**src/hdl/tpsdg_pkg.sv**
```systemverilog
// Package for the three-phase sine DAC generator.
// Holds the field widths, the register index codes and the amplitude limit.
// No dependencies.
package tpsdg_pkg;

    localparam int ELAPSED_W = 8;
    localparam int AMP_W = 13;
    localparam int INTERVAL_W = 16;
    localparam int ACC_W = 17;
    localparam int DAC_W = 8;
    localparam int CFG_INDEX_W = 3;
    localparam int CFG_DATA_W = 16;

    localparam logic [AMP_W-1:0] AMP_FULL = 13'd4096;

    typedef enum logic [CFG_INDEX_W-1:0] {
        CFG_AMPLITUDE_A   = 3'd0,
        CFG_AMPLITUDE_B   = 3'd1,
        CFG_AMPLITUDE_C   = 3'd2,
        CFG_UPDATE_INTERVAL = 3'd3
    } cfg_index_t;

endpackage

```
**src/hdl/three_phase_sine_dac_generator_unit.sv**
```systemverilog
// Top level of the three-phase sine DAC generator.
// Accumulates elapsed time, reads a sine ROM at three phases and scales each sample.
// Depends on tpsdg_pkg.
//
//  channel | direction | ports                                 | meaning
//  s_      | in        | s_valid s_ready s_elapsed_ms          | milliseconds since last item
//  m_      | out       | m_valid m_ready m_dac_a/b/c           | one set of three DAC codes
//  cfg_    | in        | cfg_valid cfg_ready cfg_index cfg_data| register writes
//
// An item is accepted every cycle while the pipeline moves; ready follows the
// three registered stages (ROM read, multiply, code clamp and output register).
// A result passes the ROM read, product and DAC code registers after the item that causes it.
// The sine ROM is constant and needs no clearing.
// A stalled output holds the pipeline only once every stage is full.
module three_phase_sine_dac_generator_unit #(
    parameter int SAMPLES = 64
) (
    input  logic                              aclk,
    input  logic                              aresetn,
    input  logic                              s_valid,
    output logic                              s_ready,
    input  logic [tpsdg_pkg::ELAPSED_W-1:0]   s_elapsed_ms,
    output logic                              m_valid,
    input  logic                              m_ready,
    output logic [tpsdg_pkg::DAC_W-1:0]       m_dac_a,
    output logic [tpsdg_pkg::DAC_W-1:0]       m_dac_b,
    output logic [tpsdg_pkg::DAC_W-1:0]       m_dac_c,
    input  logic                              cfg_valid,
    output logic                              cfg_ready,
    input  logic [tpsdg_pkg::CFG_INDEX_W-1:0] cfg_index,
    input  logic [tpsdg_pkg::CFG_DATA_W-1:0]  cfg_data
);

    localparam int PW = (SAMPLES > 1) ? $clog2(SAMPLES) : 1;
    localparam logic [PW:0] SAMPLES_W = (PW + 1)'(SAMPLES);
    localparam logic [PW:0] OFFSET_B = (PW + 1)'(SAMPLES / 3);
    localparam logic [PW:0] OFFSET_C = (PW + 1)'((2 * SAMPLES) / 3);
    localparam logic [63:0] HALF_PI_Q30 = 64'd1686629713;
    localparam int ROM_W = SAMPLES * 16;

    typedef logic signed [15:0] sine_word_t;

    function automatic sine_word_t quarter_sine(input longint unsigned t);
        longint unsigned x;
        longint unsigned x2;
        longint unsigned term;
        longint signed   sum;
        longint unsigned q;
        x = (HALF_PI_Q30 * t) / SAMPLES;
        x2 = (x * x) >> 30;
        term = x;
        sum = longint'(x);
        term = ((term * x2) >> 30) / 64'd6;
        sum = sum - longint'(term);
        term = ((term * x2) >> 30) / 64'd20;
        sum = sum + longint'(term);
        term = ((term * x2) >> 30) / 64'd42;
        sum = sum - longint'(term);
        term = ((term * x2) >> 30) / 64'd72;
        sum = sum + longint'(term);
        term = ((term * x2) >> 30) / 64'd110;
        sum = sum - longint'(term);
        term = ((term * x2) >> 30) / 64'd156;
        sum = sum + longint'(term);
        if (sum < 0) begin
            sum = 0;
        end
        q = (longint'(sum) * 64'd32767 + (64'd1 << 29)) >> 30;
        if (q > 64'd32767) begin
            q = 64'd32767;
        end
        return sine_word_t'(q[15:0]);
    endfunction

    function automatic logic [ROM_W-1:0] build_table();
        logic [ROM_W-1:0] rom;
        longint unsigned  q4;
        longint unsigned  quad;
        longint unsigned  r;
        sine_word_t       v;
        rom = '0;
        for (int k = 0; k < SAMPLES; k++) begin
            q4 = 64'(4 * k);
            quad = q4 / SAMPLES;
            r = q4 % SAMPLES;
            if (quad[0]) begin
                v = quarter_sine(SAMPLES - r);
            end else begin
                v = quarter_sine(r);
            end
            rom[k*16 +: 16] = quad[1] ? -v : v;
        end
        return rom;
    endfunction

    localparam logic [ROM_W-1:0] SINE_ROM = build_table();

    function automatic logic [tpsdg_pkg::DAC_W-1:0] clamp_code(input logic signed [29:0] p);
        logic signed [30:0] v;
        v = 31'(p) + (31'sd1 <<< 27);
        if (v[30]) begin
            return '0;
        end else if (v[30:20] > 11'd255) begin
            return 8'd255;
        end else begin
            return v[27:20];
        end
    endfunction

    logic [tpsdg_pkg::AMP_W-1:0]      amp_a_reg, amp_b_reg, amp_c_reg;
    logic [tpsdg_pkg::INTERVAL_W-1:0] interval_reg;
    logic [tpsdg_pkg::ACC_W-1:0]      acc_reg, acc_next;
    logic [PW-1:0]                    pos_reg, pos_next;
    logic [PW:0]                      idx_b_sum, idx_c_sum;
    logic [PW-1:0]                    idx_b, idx_c;
    logic [tpsdg_pkg::AMP_W-1:0]      cfg_amp_sat;
    logic                             fire;

    logic                             s1_valid_reg;
    sine_word_t                       sine_a_reg, sine_b_reg, sine_c_reg;
    logic                             s2_valid_reg;
    logic signed [29:0]               prod_a_reg, prod_b_reg, prod_c_reg;
    logic                             m_valid_reg;
    logic [tpsdg_pkg::DAC_W-1:0]      dac_a_reg, dac_b_reg, dac_c_reg;

    logic en2, en1, s_accept;

    assign en2 = !m_valid_reg || m_ready;
    assign en1 = !s2_valid_reg || en2;
    assign s_ready = !s1_valid_reg || en1;
    assign s_accept = s_valid && s_ready;
    assign cfg_ready = 1'b1;

    assign cfg_amp_sat = (cfg_data[tpsdg_pkg::AMP_W-1:0] > tpsdg_pkg::AMP_FULL) ?
                         tpsdg_pkg::AMP_FULL : cfg_data[tpsdg_pkg::AMP_W-1:0];

    always_comb begin
        acc_next = acc_reg + tpsdg_pkg::ACC_W'(s_elapsed_ms);
        fire = acc_next >= tpsdg_pkg::ACC_W'(interval_reg);
        pos_next = (pos_reg == PW'(SAMPLES - 1)) ? '0 : pos_reg + 1'b1;
        idx_b_sum = {1'b0, pos_reg} + OFFSET_B;
        idx_c_sum = {1'b0, pos_reg} + OFFSET_C;
        idx_b = (idx_b_sum >= SAMPLES_W) ? PW'(idx_b_sum - SAMPLES_W) : idx_b_sum[PW-1:0];
        idx_c = (idx_c_sum >= SAMPLES_W) ? PW'(idx_c_sum - SAMPLES_W) : idx_c_sum[PW-1:0];
    end

    always_ff @(posedge aclk) begin
        if (!aresetn) begin
            amp_a_reg <= '0;
            amp_b_reg <= '0;
            amp_c_reg <= '0;
            interval_reg <= tpsdg_pkg::INTERVAL_W'(1);
        end else if (cfg_valid) begin
            unique case (cfg_index)
                tpsdg_pkg::CFG_AMPLITUDE_A:     amp_a_reg <= cfg_amp_sat;
                tpsdg_pkg::CFG_AMPLITUDE_B:     amp_b_reg <= cfg_amp_sat;
                tpsdg_pkg::CFG_AMPLITUDE_C:     amp_c_reg <= cfg_amp_sat;
                tpsdg_pkg::CFG_UPDATE_INTERVAL: interval_reg <= cfg_data;
                default: ;
            endcase
        end
    end

    always_ff @(posedge aclk) begin
        if (!aresetn) begin
            acc_reg <= '0;
            pos_reg <= '0;
            s1_valid_reg <= 1'b0;
        end else begin
            if (s_accept) begin
                if (fire) begin
                    acc_reg <= '0;
                    pos_reg <= pos_next;
                end else begin
                    acc_reg <= acc_next;
                end
            end
            if (s_ready) begin
                s1_valid_reg <= s_accept && fire;
            end
        end
    end

    always_ff @(posedge aclk) begin
        if (s_accept && fire) begin
            sine_a_reg <= SINE_ROM[{pos_reg, 4'b0000} +: 16];
            sine_b_reg <= SINE_ROM[{idx_b, 4'b0000} +: 16];
            sine_c_reg <= SINE_ROM[{idx_c, 4'b0000} +: 16];
        end
    end

    always_ff @(posedge aclk) begin
        if (!aresetn) begin
            s2_valid_reg <= 1'b0;
            m_valid_reg <= 1'b0;
        end else begin
            if (en1) begin
                s2_valid_reg <= s1_valid_reg;
            end
            if (en2) begin
                m_valid_reg <= s2_valid_reg;
            end
        end
    end

    always_ff @(posedge aclk) begin
        if (en1 && s1_valid_reg) begin
            prod_a_reg <= 30'(sine_a_reg * $signed({1'b0, amp_a_reg}));
            prod_b_reg <= 30'(sine_b_reg * $signed({1'b0, amp_b_reg}));
            prod_c_reg <= 30'(sine_c_reg * $signed({1'b0, amp_c_reg}));
        end
        if (en2 && s2_valid_reg) begin
            dac_a_reg <= clamp_code(prod_a_reg);
            dac_b_reg <= clamp_code(prod_b_reg);
            dac_c_reg <= clamp_code(prod_c_reg);
        end
    end

    assign m_valid = m_valid_reg;
    assign m_dac_a = dac_a_reg;
    assign m_dac_b = dac_b_reg;
    assign m_dac_c = dac_c_reg;

    a_pos_range: assert property (@(posedge aclk) disable iff (!aresetn)
        {1'b0, pos_reg} < SAMPLES_W)
        else $error("Sample position left its range.");

    a_fire_clears: assert property (@(posedge aclk) disable iff (!aresetn)
        (s_accept && fire) |=> (acc_reg == '0) && s1_valid_reg)
        else $error("Firing item did not clear the accumulator.");

    a_stall_holds: assert property (@(posedge aclk) disable iff (!aresetn)
        (s1_valid_reg && !en1) |=> s1_valid_reg && $stable(sine_a_reg))
        else $error("Stalled ROM stage lost its item.");

    a_ready_blocked: assert property (@(posedge aclk) disable iff (!aresetn)
        !s_ready |-> (s1_valid_reg && s2_valid_reg && m_valid_reg && !m_ready))
        else $error("Input blocked while the pipeline had room.");

endmodule

```
**config.mk**
```make
export PLATFORM = sky130hd
export DESIGN_NAME = three_phase_sine_dac_generator_unit
export DESIGN_NICKNAME = d
export VERILOG_FILES = /design/src/hdl/tpsdg_pkg.sv /design/src/hdl/three_phase_sine_dac_generator_unit.sv
export SDC_FILE = /design/constraint.sdc
export NUM_CORES = 2
export LEC_CHECK = 0
export ABC_AREA = 1
export BUFFER_PORTS_ARGS = -buffer_cell sky130_fd_sc_hd__buf_2
export CAP_MARGIN = 25
export CORE_MARGIN = 5
export CORE_UTILIZATION = 50
export DETAILED_ROUTE_END_ITERATION = 8
export PLACE_DENSITY = 0.63
export RECOVER_POWER = 100
export SYNTH_ARGS = -nofsm -noshare
export SYNTH_HDL_FRONTEND = slang
export SYNTH_SLANG_ARGS = --single-unit
```
**constraint.sdc**
```tcl
create_clock -name aclk -period 7.8 [get_ports aclk]
set_clock_uncertainty 0.15 [all_clocks]
set_input_delay 1.17 -clock aclk [delete_from_list [all_inputs] [get_ports aclk]]
set_output_delay 1.17 -clock aclk [all_outputs]
set_load 0.02 [all_outputs]
```
# == Word-level counts from Yosys, hierarchy flattened ==
# Index checks and enable logic that the tools add are counted.
# word_totals
output_inout_bits,27
regBits,243
# classes
n_lt_le_gt_ge,7
n_mux,8
multipliers,3
eq_ne,4
shifts,3
n_addsub,9
n_reduce_logical,16
# op_table
cell,count
indexed part select 1024 x 11 -> 16 bit (first input constant),3
adder 30 x 29 -> 31 bit (second input constant),3
multiplier 16 x 14 -> 30 bit,3
> comparator 11 x 8 -> 1 bit (second input constant),3
two-way mux 8 bit,3
two-way mux 6 bit,3
adder 17 x 8 -> 17 bit,1
greater-or-equal comparator 17 x 16 -> 1 bit,1
two-way mux 17 bit,1
greater-or-equal comparator 7 bit (second input constant),2
> comparator 13 bit (second input constant),1
two-way mux 13 bit,1
subtractor 6 x 1 -> 6 bit (second input constant),2
AND reduction 2 bit,5
adder 6 x 5 -> 7 bit (second input constant),1
adder 6 x 6 -> 7 bit (second input constant),1
adder 6 x 1 -> 6 bit (second input constant),1
equality test 3 x 2 -> 1 bit (second input constant),2
equality test 6 bit (second input constant),1
logical AND 1 bit,4
equality test 3 x 1 -> 1 bit (second input constant),1
logical NOT 1 bit,3
logical NOT 3 bit,1
logical OR 1 bit,3

# == Longest topological paths before layout ==
# logic_depth
word_depth,6
mapped_depth,28
ltp_nobuf,26

# == Worst setup path before layout ==
# Ideal clock, no wire load.
# synth_path
path_type,register to register
start,reg amp_b_reg[4] (netlist bit)
end,reg prod_b_reg[29] (data pin)
t_arrival_ns,5.411
path_slack_ns,1.978
setup_ns,0.261
synth_period_minus_slack_ns,5.822
path_stages_with_launch,22
path_cell_list,dfxtp_1 > clkbuf_1 > clkbuf_1 > nand2_1 > fa_1 > fa_1 > inv_1 > fa_1 > inv_1 > fa_1 > inv_1 > fa_1 > inv_1 > fa_1 > inv_1 > ha_1 > inv_1 > nor3_1 > nand3_1 > or2_2 > nand2_1 > xor2_1
# synth_via
elab_chain_cells,1
# synth_rtl
element,line,text
start: declaration,three_phase_sine_dac_generator_unit.sv:110,"logic [tpsdg_pkg::AMP_W-1:0] amp_a_reg, amp_b_reg, amp_c_reg;"
start signal: assignment,three_phase_sine_dac_generator_unit.sv:156,tpsdg_pkg::CFG_AMPLITUDE_B: amp_b_reg <= cfg_amp_sat;
multiplier 16 x 14 -> 30 bit,three_phase_sine_dac_generator_unit.sv:209,"prod_b_reg <= 30'(sine_b_reg * $signed({1'b0, amp_b_reg}));"
end signal: assignment,three_phase_sine_dac_generator_unit.sv:209,
end: declaration,three_phase_sine_dac_generator_unit.sv:122,"logic signed [29:0] prod_a_reg, prod_b_reg, prod_c_reg;"
# No other way between the ends.
# A chain may end at the register's enable or synchronous reset.

# == Worst setup path in the final report ==
# layout_path
start,in s_elapsed_ms[6] (netlist bit)
end,"reg sine_c_reg[14], enable pin"
# layout_via
elab_chain_cells,3
# layout_rtl
element,line,text
start: declaration,three_phase_sine_dac_generator_unit.sv:22,"input logic [tpsdg_pkg::ELAPSED_W-1:0] s_elapsed_ms,"
adder 17 x 8 -> 17 bit,three_phase_sine_dac_generator_unit.sv:138,acc_next = acc_reg + tpsdg_pkg::ACC_W'(s_elapsed_ms);
greater-or-equal comparator 17 x 16 -> 1 bit,three_phase_sine_dac_generator_unit.sv:139,fire = acc_next >= tpsdg_pkg::ACC_W'(interval_reg);
logical AND 1 bit,three_phase_sine_dac_generator_unit.sv:185,if (s_accept && fire) begin
end signal: assignment,three_phase_sine_dac_generator_unit.sv:188,"sine_c_reg <= SINE_ROM[{idx_c, 4'b0000} +: 16];"
end: declaration,three_phase_sine_dac_generator_unit.sv:120,"sine_word_t sine_a_reg, sine_b_reg, sine_c_reg;"
# No other way between the ends.

==> impl_metrics.json <==
{
  "root_buffer": "clkbuf_16",
  "drtAntennaViolNets": 0,
  "yosys_warnings": 0,
  "synth-seq-cells": 183,
  "path_clk_slew_ps": 100,
  "grt_usage_pct": 24.5,
  "wl_met2_mm": 42.2,
  "synth-adder-area-share_pct": 43.2,
  "wirelength_mm": 92.6,
  "wl_met1_mm": 42.9,
  "fin_crit_ps": 6730,
  "grt_pass1_vias": 29600,
  "die_h_um": 279,
  "wl_met3_mm": 5.67,
  "fill_cells": 7073,
  "start_util_pct": 50.4,
  "ys_types": 64,
  "grt_pass1_wl_mm": 156,
  "drc_errors": 0,
  "die_w_um": 279,
  "slew_violations": 190,
  "cts_max_level": 4,
  "fin_cells": 5582,
  "maxUsedRoutingLayer": "met4",
  "dieArea_um2": 77600,
  "p_sw_share_pct": 54.8,
  "antenna_cells": 0,
  "muxShareOfSynthArea_pct": 0,
  "synthCells": 4715,
  "ctsHoldBuffers": 0,
  "holdCritPathClass": "reg2reg",
  "crit_fanout": 32,
  "max_slew.worst_pin.slew_ps": 2480,
  "syn_area_per_cell_um2": 7.65,
  "grt-ovfl-total": 0,
  "rrSetupSlack_ps": 1450,
  "yosys-top-cells-area": "fa_1 (34%), inv_1 (14%), nand2_1 (11%)",
  "fin_area_um2": 37400,
  "portBuffers": 57,
  "rsz0062_at_grt": "no",
  "cts_buffers": 17,
  "drv_cap": 5,
  "num_rows": 98,
  "io_pins": 59,
  "vdd_ir_drop_max_mv": 0.218,
  "coreArea_um2": 71500,
  "seqPwrFrac_pct": 28.5,
  "postCtsSetupBuffers": 0,
  "wl_per_cell_um": 16.6,
  "place_area_um2": 36900,
  "p_leak_nw": 21.4,
  "drt-pass1-iter-count": 6,
  "fin_setup_tns_ps": 0,
  "drive_gt1_share_pct": 2.31,
  "worstPathRequired_ps": 7610,
  "clockBufferDepth": 2,
  "clkLatencyLatePin_ps": 510,
  "syn_nets": 5628,
  "utilization_pct": 52.3,
  "syn_to_final_growth_pct": 3.70,
  "synth_top_family_by_area": "adder cells",
  "cts_resized": 0,
  "p_comb_share_pct": 57.6,
  "violations": "capacitance limit, slew limit",
  "vias": 29000,
  "async_flop_share_pct": 0,
  "layout.nets": 5532,
  "grt_max_degree": 56,
  "grt_antenna_before_repair": 0,
  "yosys.area_share.simple_pct": 15.7,
  "crit_type": "in2reg",
  "placedCellCount": 5550,
  "power_density_nw_per_um2": 185,
  "synth_most_common_cell": "inv_1",
  "drtIter0Drc": 2085,
  "power_w": 0.00693,
  "fmax_ghz": 0.149,
  "vias_per_cell": 5.19,
  "synth_area_leader_cell": "fa_1",
  "slew_headroom_pct": -65.5,
  "largest_reg_flops": 17,
  "worstPathArrival_ps": 6540,
  "ys_top_cells_by_count": "inv_1 (1331), nand2_1 (1019), fa_1 (604)",
  "dp_hpwl_mm": 73.5,
  "synth_compound_area_share_pct": 9.92,
  "setup-violations-final": 0,
  "cts_tree": "done",
  "hold_viol_final": 0,
  "end_kind": "flip-flop",
  "min_period_over_period_pct": 86.3,
  "startpoint_type": "input pin",
  "synth_edf_count": 102,
  "internal_power_w": 0.00313,
  "cts_sinks": 183,
  "synth_top_flop_cell": "edfxtp_1",
  "synthXorXnorAreaFrac_pct": 1.77,
  "p_switching_w": 0.00380,
  "yosysSeqAreaShare_pct": 13.0,
  "run_status": "finished, violations left",
  "synth.top_cell.area_share_pct": 33.5,
  "clock_power_share_pct": 13.8,
  "globalplace.congestion": 0.935,
  "netlist_area_um2": 36100
}
## metrics by stage
stage | setup slack [ps] | hold slack (ps)
2_1_floorplan | 1980 | 285
3_3_place_gp | 1570 | 308
3_5_place_dp | 1460 | 311
4_1_cts | 1460 | 326
5_1_grt | 671 | 365
6_report | 1070 | 327
## logic make-up after synthesis
group,after synthesis
fa+ha+maj,881
compound gates,628
buf+inv,1540
other cells,1
simple gates,1412
flops,183
xor+xnor,70
## critical path: stages
cell,delay (ps)
buf_2,100
ha_1,320
inv_1,70
o21ai_0,330
a21boi_0,190
o21ai_0,360
nand2_1,110
xor2_1,210
ha_1,290
nand2_1,80
nor2_1,40
nand3_1,70
nand2_1,80
a21oi_1,1040
nand2_1,450
nand2_1,380
inv_1,400
clkbuf_1,850
## power groups by stage
| stage | Clock, W | Combinational, W | Sequential [W] |
|---|---|---|---|
| floorplan | 0 | 0.00318 | 0.00149 |
| CTS | 0.000983 | 0.00399 | 0.00195 |
| finish | 0.000960 | 0.00400 | 0.00198 |
| global route | 0.00102 | 0.00456 | 0.00201 |
| detailed placement | 0 | 0.00397 | 0.00197 |
| global placement | 0 | 0.00394 | 0.00196 |
## layout make-up
class                   count  area (µm²)  area share [%]
inverters                1343        5050            13.5
repair buffers             82         409            1.09
clock buffers              17         425            1.14
multi-input cells        2992       25400            68.0
flip-flops and latches    183        4680            12.5
well taps                 950        1190            3.18
clock inverters            15         208           0.556
## path summary, 6_finish.rpt
path,start,endpoint,cells past startpoint
setup / recovery,s_elapsed_ms[6],sine_c_reg[14]$_DFFE_PP_,18
setup reg to reg,amp_a_reg[2]$_SDFFE_PN0P_,prod_a_reg[24]$_DFFE_PP_,19
hold reg to reg,acc_reg[15]$_SDFFE_PN0P_,acc_reg[15]$_SDFFE_PN0P_,2
hold / removal,acc_reg[15]$_SDFFE_PN0P_,acc_reg[15]$_SDFFE_PN0P_,2
## cells in the final DEF, fill, tap and decap left out, types with 11 or more instances in the layout
master,instances
fa_1,604
o221ai_1,12
a21o_1,11
buf_2,30
nand3_1,88
xnor2_1,24
a31oi_1,21
o22ai_1,15
nand2_1,1022
nand4_1,34
dfxtp_1,81
edfxtp_1,102
clkbuf_1,35
ha_1,277
xor2_1,44
clkbuf_16,17
o21ai_0,217
o21ai_1,12
nor3_1,36
inv_1,1331
o211ai_1,31
a21oi_1,238
buf_4,17
nor2_1,206
## per-layer routing
metal	global-route usage, %	vias up
li1	-	13900
met1	35.6	14100
met2	39.6	884
met3	3.20	96
met4	5.77	0
met5	0	-
Power figures use the tool's default switching activity.
